--- src/design/vibc_pkg.sv ---
// ----------------------------------------------------------------------------
// vibc_pkg: shared definitions for the vertex index batch cache
// Default sizes, field widths, register addresses and the configuration
// register reset value.
// ----------------------------------------------------------------------------
`default_nettype none

package vibc_pkg;

	// Default geometry of the batch table.
	localparam int unsigned DefCacheDepth = 64;
	localparam int unsigned DefIndexWidth = 32;

	// Fixed widths of the transaction fields.
	localparam int unsigned VertexW = 32;
	localparam int unsigned SlotW   = 6;
	localparam int unsigned ThreshW = 6;

	// Configuration port.
	localparam int unsigned ApbAddrW = 3;
	localparam int unsigned ApbDataW = 32;

	// Register word indexes (byte address is four times the index).
	localparam logic [ApbAddrW-3:0] RegEmitThreshold = 1'b0;

	localparam logic [ThreshW-1:0] EmitThresholdReset = 6'd48;

	// Position of the closing vertex within a triangle.
	localparam logic [1:0] TriLastPos = 2'd2;

endpackage : vibc_pkg

`default_nettype wire

--- src/design/vibc_regs.sv ---
// ----------------------------------------------------------------------------
// vibc_regs: configuration register file
// Holds the emit threshold behind an APB-style port that never waits.
// ----------------------------------------------------------------------------
`default_nettype none

module vibc_regs
	import vibc_pkg::*;
(
	input  wire logic                clk,
	input  wire logic                arst_n,
	input  wire logic                psel,
	input  wire logic                penable,
	input  wire logic                pwrite,
	input  wire logic [ApbAddrW-1:0] paddr,
	input  wire logic [ApbDataW-1:0] pwdata,
	output logic      [ApbDataW-1:0] prdata,
	output logic                     pready,
	output logic      [ThreshW-1:0]  emit_threshold
);

	logic [ThreshW-1:0] emit_threshold_q;
	logic               wr_en;
	logic               sel_thresh;

	// Only the word index matters; the byte offset bits are ignored.
	assign sel_thresh = (paddr[ApbAddrW-1:2] == RegEmitThreshold);
	assign wr_en      = psel && penable && pwrite && sel_thresh;
	assign pready     = 1'b1;

	always_ff @(posedge clk or negedge arst_n) begin
		if (!arst_n) begin
			emit_threshold_q <= EmitThresholdReset;
		end else if (wr_en) begin
			emit_threshold_q <= pwdata[ThreshW-1:0];
		end
	end

	always_comb begin
		prdata = '0;
		if (sel_thresh) begin
			prdata[ThreshW-1:0] = emit_threshold_q;
		end
	end

	assign emit_threshold = emit_threshold_q;

endmodule : vibc_regs

`default_nettype wire

--- src/design/vibc_cam.sv ---
// ----------------------------------------------------------------------------
// vibc_cam: batch index table with associative lookup
// Compares a key against every filled entry in parallel and appends on miss.
// ----------------------------------------------------------------------------
`default_nettype none

module vibc_cam
	import vibc_pkg::*;
#(
	parameter int unsigned CACHE_DEPTH = DefCacheDepth,
	parameter int unsigned INDEX_WIDTH = DefIndexWidth,
	localparam int unsigned AW = $clog2(CACHE_DEPTH),
	localparam int unsigned CW = $clog2(CACHE_DEPTH + 1)
) (
	input  wire logic                   clk,
	input  wire logic [INDEX_WIDTH-1:0] key,
	input  wire logic [CW-1:0]          fill_count,
	input  wire logic                   wr_en,
	input  wire logic [AW-1:0]          wr_addr,
	output logic                        match_hit,
	output logic      [AW-1:0]          match_slot
);

	logic [INDEX_WIDTH-1:0] table_q [CACHE_DEPTH];
	logic [CACHE_DEPTH-1:0] match;

	always_ff @(posedge clk) begin
		if (wr_en) begin
			table_q[wr_addr] <= key;
		end
	end

	// Entries at or above the fill count belong to no batch and never match.
	for (genvar k = 0; k < CACHE_DEPTH; k++) begin : g_cmp
		assign match[k] = (CW'(k) < fill_count) && (table_q[k] == key);
	end

	// Filled entries are distinct, so at most one bit is set and an OR
	// encoder gives its position.
	always_comb begin
		match_slot = '0;
		for (int unsigned k = 0; k < CACHE_DEPTH; k++) begin
			if (match[k]) begin
				match_slot = match_slot | AW'(k);
			end
		end
	end

	assign match_hit = |match;

endmodule : vibc_cam

`default_nettype wire

--- src/design/vertex_index_batch_cache.sv ---
// ----------------------------------------------------------------------------
// vertex_index_batch_cache: batch-local vertex index de-duplication
// Looks up each vertex index of a triangle-list stream in the current batch
// and assigns it a slot, requesting a fetch on first use.
// ----------------------------------------------------------------------------
// The block accepts one index transaction per clock cycle while in_stall is
// low and returns one result transaction for each. The index is first held
// in the input register; then the table lookup, the append and the
// batch-close decision are made in a single pass and land in the result
// register. The throughput is set by that single pass, a parallel compare
// of the incoming index against every filled table entry.
// On a hit the stored slot is returned; on a miss the index is appended at
// the next free slot, returned in fetch_index and hit is low. batch_end is
// high when the batch closes after this index: at a triangle end with at
// least emit_threshold distinct entries, at the last index of a draw, or
// when the table becomes full. The table is then empty for the next index.
`default_nettype none

module vertex_index_batch_cache
	import vibc_pkg::*;
#(
	parameter int unsigned CACHE_DEPTH = DefCacheDepth,
	parameter int unsigned INDEX_WIDTH = DefIndexWidth
) (
	input  wire logic                clk,
	input  wire logic                arst_n,
	// Configuration port.
	input  wire logic                psel,
	input  wire logic                penable,
	input  wire logic                pwrite,
	input  wire logic [ApbAddrW-1:0] paddr,
	input  wire logic [ApbDataW-1:0] pwdata,
	output logic      [ApbDataW-1:0] prdata,
	output logic                     pready,
	// Index input channel.
	input  wire logic                in_valid,
	output logic                     in_stall,
	input  wire logic [VertexW-1:0]  vertex_index,
	input  wire logic                last_of_draw,
	// Result output channel.
	output logic                     out_valid,
	input  wire logic                out_stall,
	output logic      [SlotW-1:0]    slot,
	output logic                     hit,
	output logic      [VertexW-1:0]  fetch_index,
	output logic                     batch_end
);

	localparam int unsigned AW   = $clog2(CACHE_DEPTH);
	localparam int unsigned CW   = $clog2(CACHE_DEPTH + 1);
	localparam int unsigned CMPW = (CW > ThreshW) ? CW : ThreshW;

	// Configuration.
	logic [ThreshW-1:0] emit_threshold;

	vibc_regs u_regs (
		.clk            (clk),
		.arst_n         (arst_n),
		.psel           (psel),
		.penable        (penable),
		.pwrite         (pwrite),
		.paddr          (paddr),
		.pwdata         (pwdata),
		.prdata         (prdata),
		.pready         (pready),
		.emit_threshold (emit_threshold)
	);

	// Input register stage.
	logic                   valid_s1;
	logic [INDEX_WIDTH-1:0] index_s1;
	logic                   last_s1;
	logic                   advance;

	// The input register moves on whenever the result register is free or
	// is being emptied in this cycle.
	assign advance  = valid_s1 && (!out_valid || !out_stall);
	assign in_stall = valid_s1 && out_valid && out_stall;

	always_ff @(posedge clk or negedge arst_n) begin
		if (!arst_n) begin
			valid_s1 <= 1'b0;
		end else if (!in_stall) begin
			valid_s1 <= in_valid;
		end
	end

	always_ff @(posedge clk) begin
		if (in_valid && !in_stall) begin
			index_s1 <= vertex_index[INDEX_WIDTH-1:0];
			last_s1  <= last_of_draw;
		end
	end

	// Batch state.
	logic [CW-1:0] entry_count_q;
	logic [1:0]    tri_pos_q;

	// Lookup.
	logic          match_hit;
	logic [AW-1:0] match_slot;
	logic [AW-1:0] append_slot;
	logic [CW-1:0] append_count;
	logic [CW-1:0] count_after;
	logic          table_full;
	logic          close;
	logic [AW-1:0] result_slot;

	// A count that has reached the depth wraps the append back to slot zero.
	assign append_slot = (entry_count_q >= CW'(CACHE_DEPTH)) ? '0
	                     : entry_count_q[AW-1:0];
	assign append_count = CW'(append_slot) + CW'(1);

	vibc_cam #(
		.CACHE_DEPTH (CACHE_DEPTH),
		.INDEX_WIDTH (INDEX_WIDTH)
	) u_cam (
		.clk        (clk),
		.key        (index_s1),
		.fill_count (entry_count_q),
		.wr_en      (advance && !match_hit),
		.wr_addr    (append_slot),
		.match_hit  (match_hit),
		.match_slot (match_slot)
	);

	assign count_after = match_hit ? entry_count_q : append_count;
	assign table_full  = !match_hit && (append_count >= CW'(CACHE_DEPTH));
	assign result_slot = match_hit ? match_slot : append_slot;

	// The threshold test uses the count after any append of this index.
	assign close = ((tri_pos_q == TriLastPos)
	                && (CMPW'(count_after) >= CMPW'(emit_threshold)))
	               || last_s1 || table_full;

	always_ff @(posedge clk or negedge arst_n) begin
		if (!arst_n) begin
			entry_count_q <= '0;
			tri_pos_q     <= '0;
		end else if (advance) begin
			entry_count_q <= close ? '0 : count_after;
			if (last_s1 || tri_pos_q >= TriLastPos) begin
				tri_pos_q <= '0;
			end else begin
				tri_pos_q <= tri_pos_q + 2'd1;
			end
		end
	end

	// Result register.
	logic                           out_valid_q;
	logic [SlotW-1:0]               slot_q;
	logic                           hit_q;
	logic [VertexW-1:0]             fetch_index_q;
	logic                           batch_end_q;
	logic [AW+SlotW-1:0]            slot_wide;
	logic [INDEX_WIDTH+VertexW-1:0] fetch_wide;

	// Slots beyond the field width keep only their low bits.
	assign slot_wide  = {{SlotW{1'b0}}, result_slot};
	assign fetch_wide = {{VertexW{1'b0}}, index_s1};

	always_ff @(posedge clk or negedge arst_n) begin
		if (!arst_n) begin
			out_valid_q <= 1'b0;
		end else if (!out_valid_q || !out_stall) begin
			out_valid_q <= valid_s1;
		end
	end

	always_ff @(posedge clk) begin
		if (advance) begin
			slot_q        <= slot_wide[SlotW-1:0];
			hit_q         <= match_hit;
			fetch_index_q <= match_hit ? '0 : fetch_wide[VertexW-1:0];
			batch_end_q   <= close;
		end
	end

	assign out_valid   = out_valid_q;
	assign slot        = slot_q;
	assign hit         = hit_q;
	assign fetch_index = fetch_index_q;
	assign batch_end   = batch_end_q;

endmodule : vertex_index_batch_cache

`default_nettype wire

--- config.mk ---
export PLATFORM = sky130hd
export DESIGN_NAME = vertex_index_batch_cache
export DESIGN_NICKNAME = d
export VERILOG_FILES = /design/src/design/vibc_pkg.sv /design/src/design/vibc_regs.sv /design/src/design/vibc_cam.sv /design/src/design/vertex_index_batch_cache.sv
export SDC_FILE = /design/constraint.sdc
export NUM_CORES = 2
export LEC_CHECK = 0
export BUFFER_PORTS_ARGS = -buffer_cell sky130_fd_sc_hd__buf_4
export CORE_MARGIN = 2
export CORE_UTILIZATION = 55
export DETAILED_ROUTE_END_ITERATION = 10
export PLACE_DENSITY = 0.71
export SLEW_MARGIN = 10
export SYNTH_ARGS = -nofsm -noshare
export SYNTH_HDL_FRONTEND = slang
export SYNTH_HIERARCHICAL = 1
export SYNTH_SLANG_ARGS = --single-unit
export TNS_END_PERCENT = 100
--- constraint.sdc ---
create_clock -name clk -period 7.4 [get_ports clk]
set_input_delay 0 -clock clk [delete_from_list [all_inputs] [get_ports clk]]
set_output_delay 0 -clock clk [all_outputs]
set_load 0.03 [all_outputs]
==> metrics.txt <==
P&R area growth vs syn=12.70%; crit start category=flop; final hold viol count=0; final setup fails=0; Slew Limit Fails=0; FF+latch count, synth=2138; largest net degree at the start of global routing=70; most frequent cell after synthesis=edfxtp_1; post-route ant nets=0; sequential area share after synthesis=70.11%; Setup Skew=0.05836 ns; area share of fa/ha/maj cells after synthesis=0.1095%; drt pass-1 iters=5; CP endpoint kind=flop; Synth area leader=edfxtp_1; Starting Density=55.43%; initial DRC count=5484; final worst slack=0.9794 ns; Synth async-reset ratio=0.7951%; Worst Tran Pin Value=1.355 ns; Avg WL per Cell=27.02 um; CP required=7.89 ns; WS Path Type=reg -> reg; initial antenna violation count=4; Max IR drop VDD=0.0002645 V; mux contribution to synthesized area=0.1587%; max cap viols=0; Root Buffer=clkbuf_16; global-route wire length before repair=327.6 mm; largest cells by area after synthesis=edfxtp_1 70%, xor2_1 14%, xnor2_1 6.0%; synth warn=6; Rows=149; Design Area, Final=0.1031 mm2; Slew headroom=9.692%; Ports=150; CTS Buffer Depth=3; crit path capture=u_cam/table_q[24][7]; CTS sink count=2138; Post-CTS Resized=0; Post-Synth XOR/XNOR Area=19.59%; Power Total=0.02625 W; setup TNS=0 ns; clk_lat worst skew=0.84 ns; Compound-Gate Fraction of Synth Area=0.8838%; die height=411.8 um; Post-synth EDFFs=2121; Reg2Reg Depth=14; routed vias/inst=5.810; GRT Total Usage=26.61%; dpl cell area=0.09577 mm2; outcome=completed; PortBufs=94; Post-Synth Simple-Gate Area=6.117%; post-synth top area share=69.65%; # DRC=0; largest family of logic cells by synthesized area=XOR/XNOR gates; Die W=411.8 um; dpl cells=7885; CTS clock-pin slew for the worst setup and hold paths=0.06 ns; syn avg cell area=16.53 um2; Top FF cell, synth=edfxtp_1; grt total ovfl=0; DRT Wirelength=226.0 mm; via count=48600; fill count=11700; crit path from=index_s1[17]; cts bufs inserted=210; synth unique cells=85; routability cong.=0.8805; Hold WC Path Type=in -> reg; post-DP HPWL=135.4 mm; post-placement setup slack=1.319 ns; arrival time worst endpoint=6.91 ns; die area=0.1696 mm2; core area=0.1650 mm2; post-synthesis cell area=0.09145 mm2; share of post-route cells with drive strength above 1=12.94%; Leakage=33.90 nW; top post-synthesis cells by count=2121 x edfxtp_1, 1416 x xor2_1, 629 x xnor2_1; RSZ-0062 raised after global routing=no; vias in the first global route=47940; Final Net Count=6082; R2R setup slack=0.98 ns; area occupied by registers=0.06412 mm2; Crit Path Max Fanout=30; pwr dens=254.7 mW/mm2; H-tree Lvls=4; time the worst path needs with I/O delays and setup=6.421 ns; CTS tree=built; Syn Inst Count=5533; Worst R2R End=u_cam/table_q[24][7]; period utilization=86.76%; Multi-input gate area=0.02483 mm2; fmax=155.8 MHz; FF-to-FF Start=index_s1[17]; fin cells=8364
through the flow:
step	util, %	hold slack, ns
6_report	62.47	0.1578
5_1_grt	62.47	0.1387
4_1_cts	62.47	0.06269
3_5_place_dp	58.05	-0.1105
3_3_place_gp	58.02	-0.1130
2_1_floorplan	-	-0.2956
flip-flops by register name, indices dropped and copies added (netlist names), 2 cells and up:
name / flops
tri_pos_q: 2
slot: 6
fetch_index: 32
u_cam/table_q: 2048
u_regs/emit_threshold: 6
index_s1: 32
entry_count_q: 7
final cells by class:
class	count	share of cell area, %
sequential	2138	62.21
multi-input combinational	3131	24.09
clock buffer	282	5.443
inverter	13	0.04734
clock inverter	105	0.7478
timing repair buffer	505	4.800
tap	2189	2.657
antenna	1	0.002428
worst max-delay path, stage by stage, from the launching register on:
cell and delay, ns:
edfxtp_1 1.25, buf_12 0.32, xor2_1 0.18, nor4_1 0.08
nand4_1 0.11, or4_1 0.29, o41ai_1 0.24, or3_1 0.48
nor4b_1 0.70, nand4_1 0.22, nor2_1 0.38, nor2b_1 0.30
nand2_1 0.59, nor2_2 0.45, buf_4 0.41
repair_timing:
action | CTS | global route
buffers inserted | 0 | 0
hold buffers | 91 | 0
hold endpoints to repair | 83 | 0
endpoints found under the setup margin | 0 | 0
layer usage:
metal | wire, um | GRT usage [%]
met4 | 6489 | 8.084
met2 | 107700 | 43.00
met3 | 16480 | 4.075
met5 | 0 | 0
met1 | 95310 | 37.49
worst min path at each step:
stage | from | endpoint | cells past startpoint
3_3_place_gp | arst_n | out_valid | 1
6_report | penable | u_regs/emit_threshold[2] | 4
3_5_place_dp | arst_n | out_valid | 1
5_1_grt | penable | u_regs/emit_threshold[5] | 4
2_1_floorplan | arst_n | entry_count_q[0] | 0
4_1_cts | penable | u_regs/emit_threshold[1] | 4
cells in the final DEF, fill, tap and decap left out, types with 4 or more instances in the layout:
master            n
nand4_1         203
nand2b_1          7
or4_1            15
nand3b_1          4
buf_4           340
nor2b_1          40
a22o_1            6
and2b_2           6
nand2_1          26
nor2_1           19
conb_1           27
xor2_1         1416
nand3_1          69
a21o_1            4
or3_1             7
clkbuf_16       214
inv_1            12
nor4_1          348
dlygate4sd3_1    91
clkbuf_1         68
clkinv_1         48
nor2_2           62
nor4_2            4
ha_1              8
dfrtp_1          14
mux2_2           12
a21oi_1          10
xnor2_1         629
nor3_1           88
edfxtp_1       2121
o41ai_1           6
o2111ai_1        30
o21ai_0          15
bufinv_16         8
clkinv_8          4
clkinv_2         37
buf_12           72
report_power, final:
group          internal (W)  total (W)  switching (W)
combinational      0.000792    0.00243        0.00164
clock               0.00558     0.0100        0.00444
sequential           0.0136     0.0138       0.000183
total                0.0200     0.0263        0.00626
cells by family (layout without fill, tap and decap cells):
group                      after synthesis  after routing
DFF                                   2138           2138
xor gates and xnor gates              2045           2045
and+or+nand+nor                        937            937
buffers and inverters                  289            905
AOI/OAI and AO/OA                      101            101
muxes                                   13             13
adders and majority gates                8              8
other                                    2             28
Note: power is estimated with default switching activity, not from simulation.
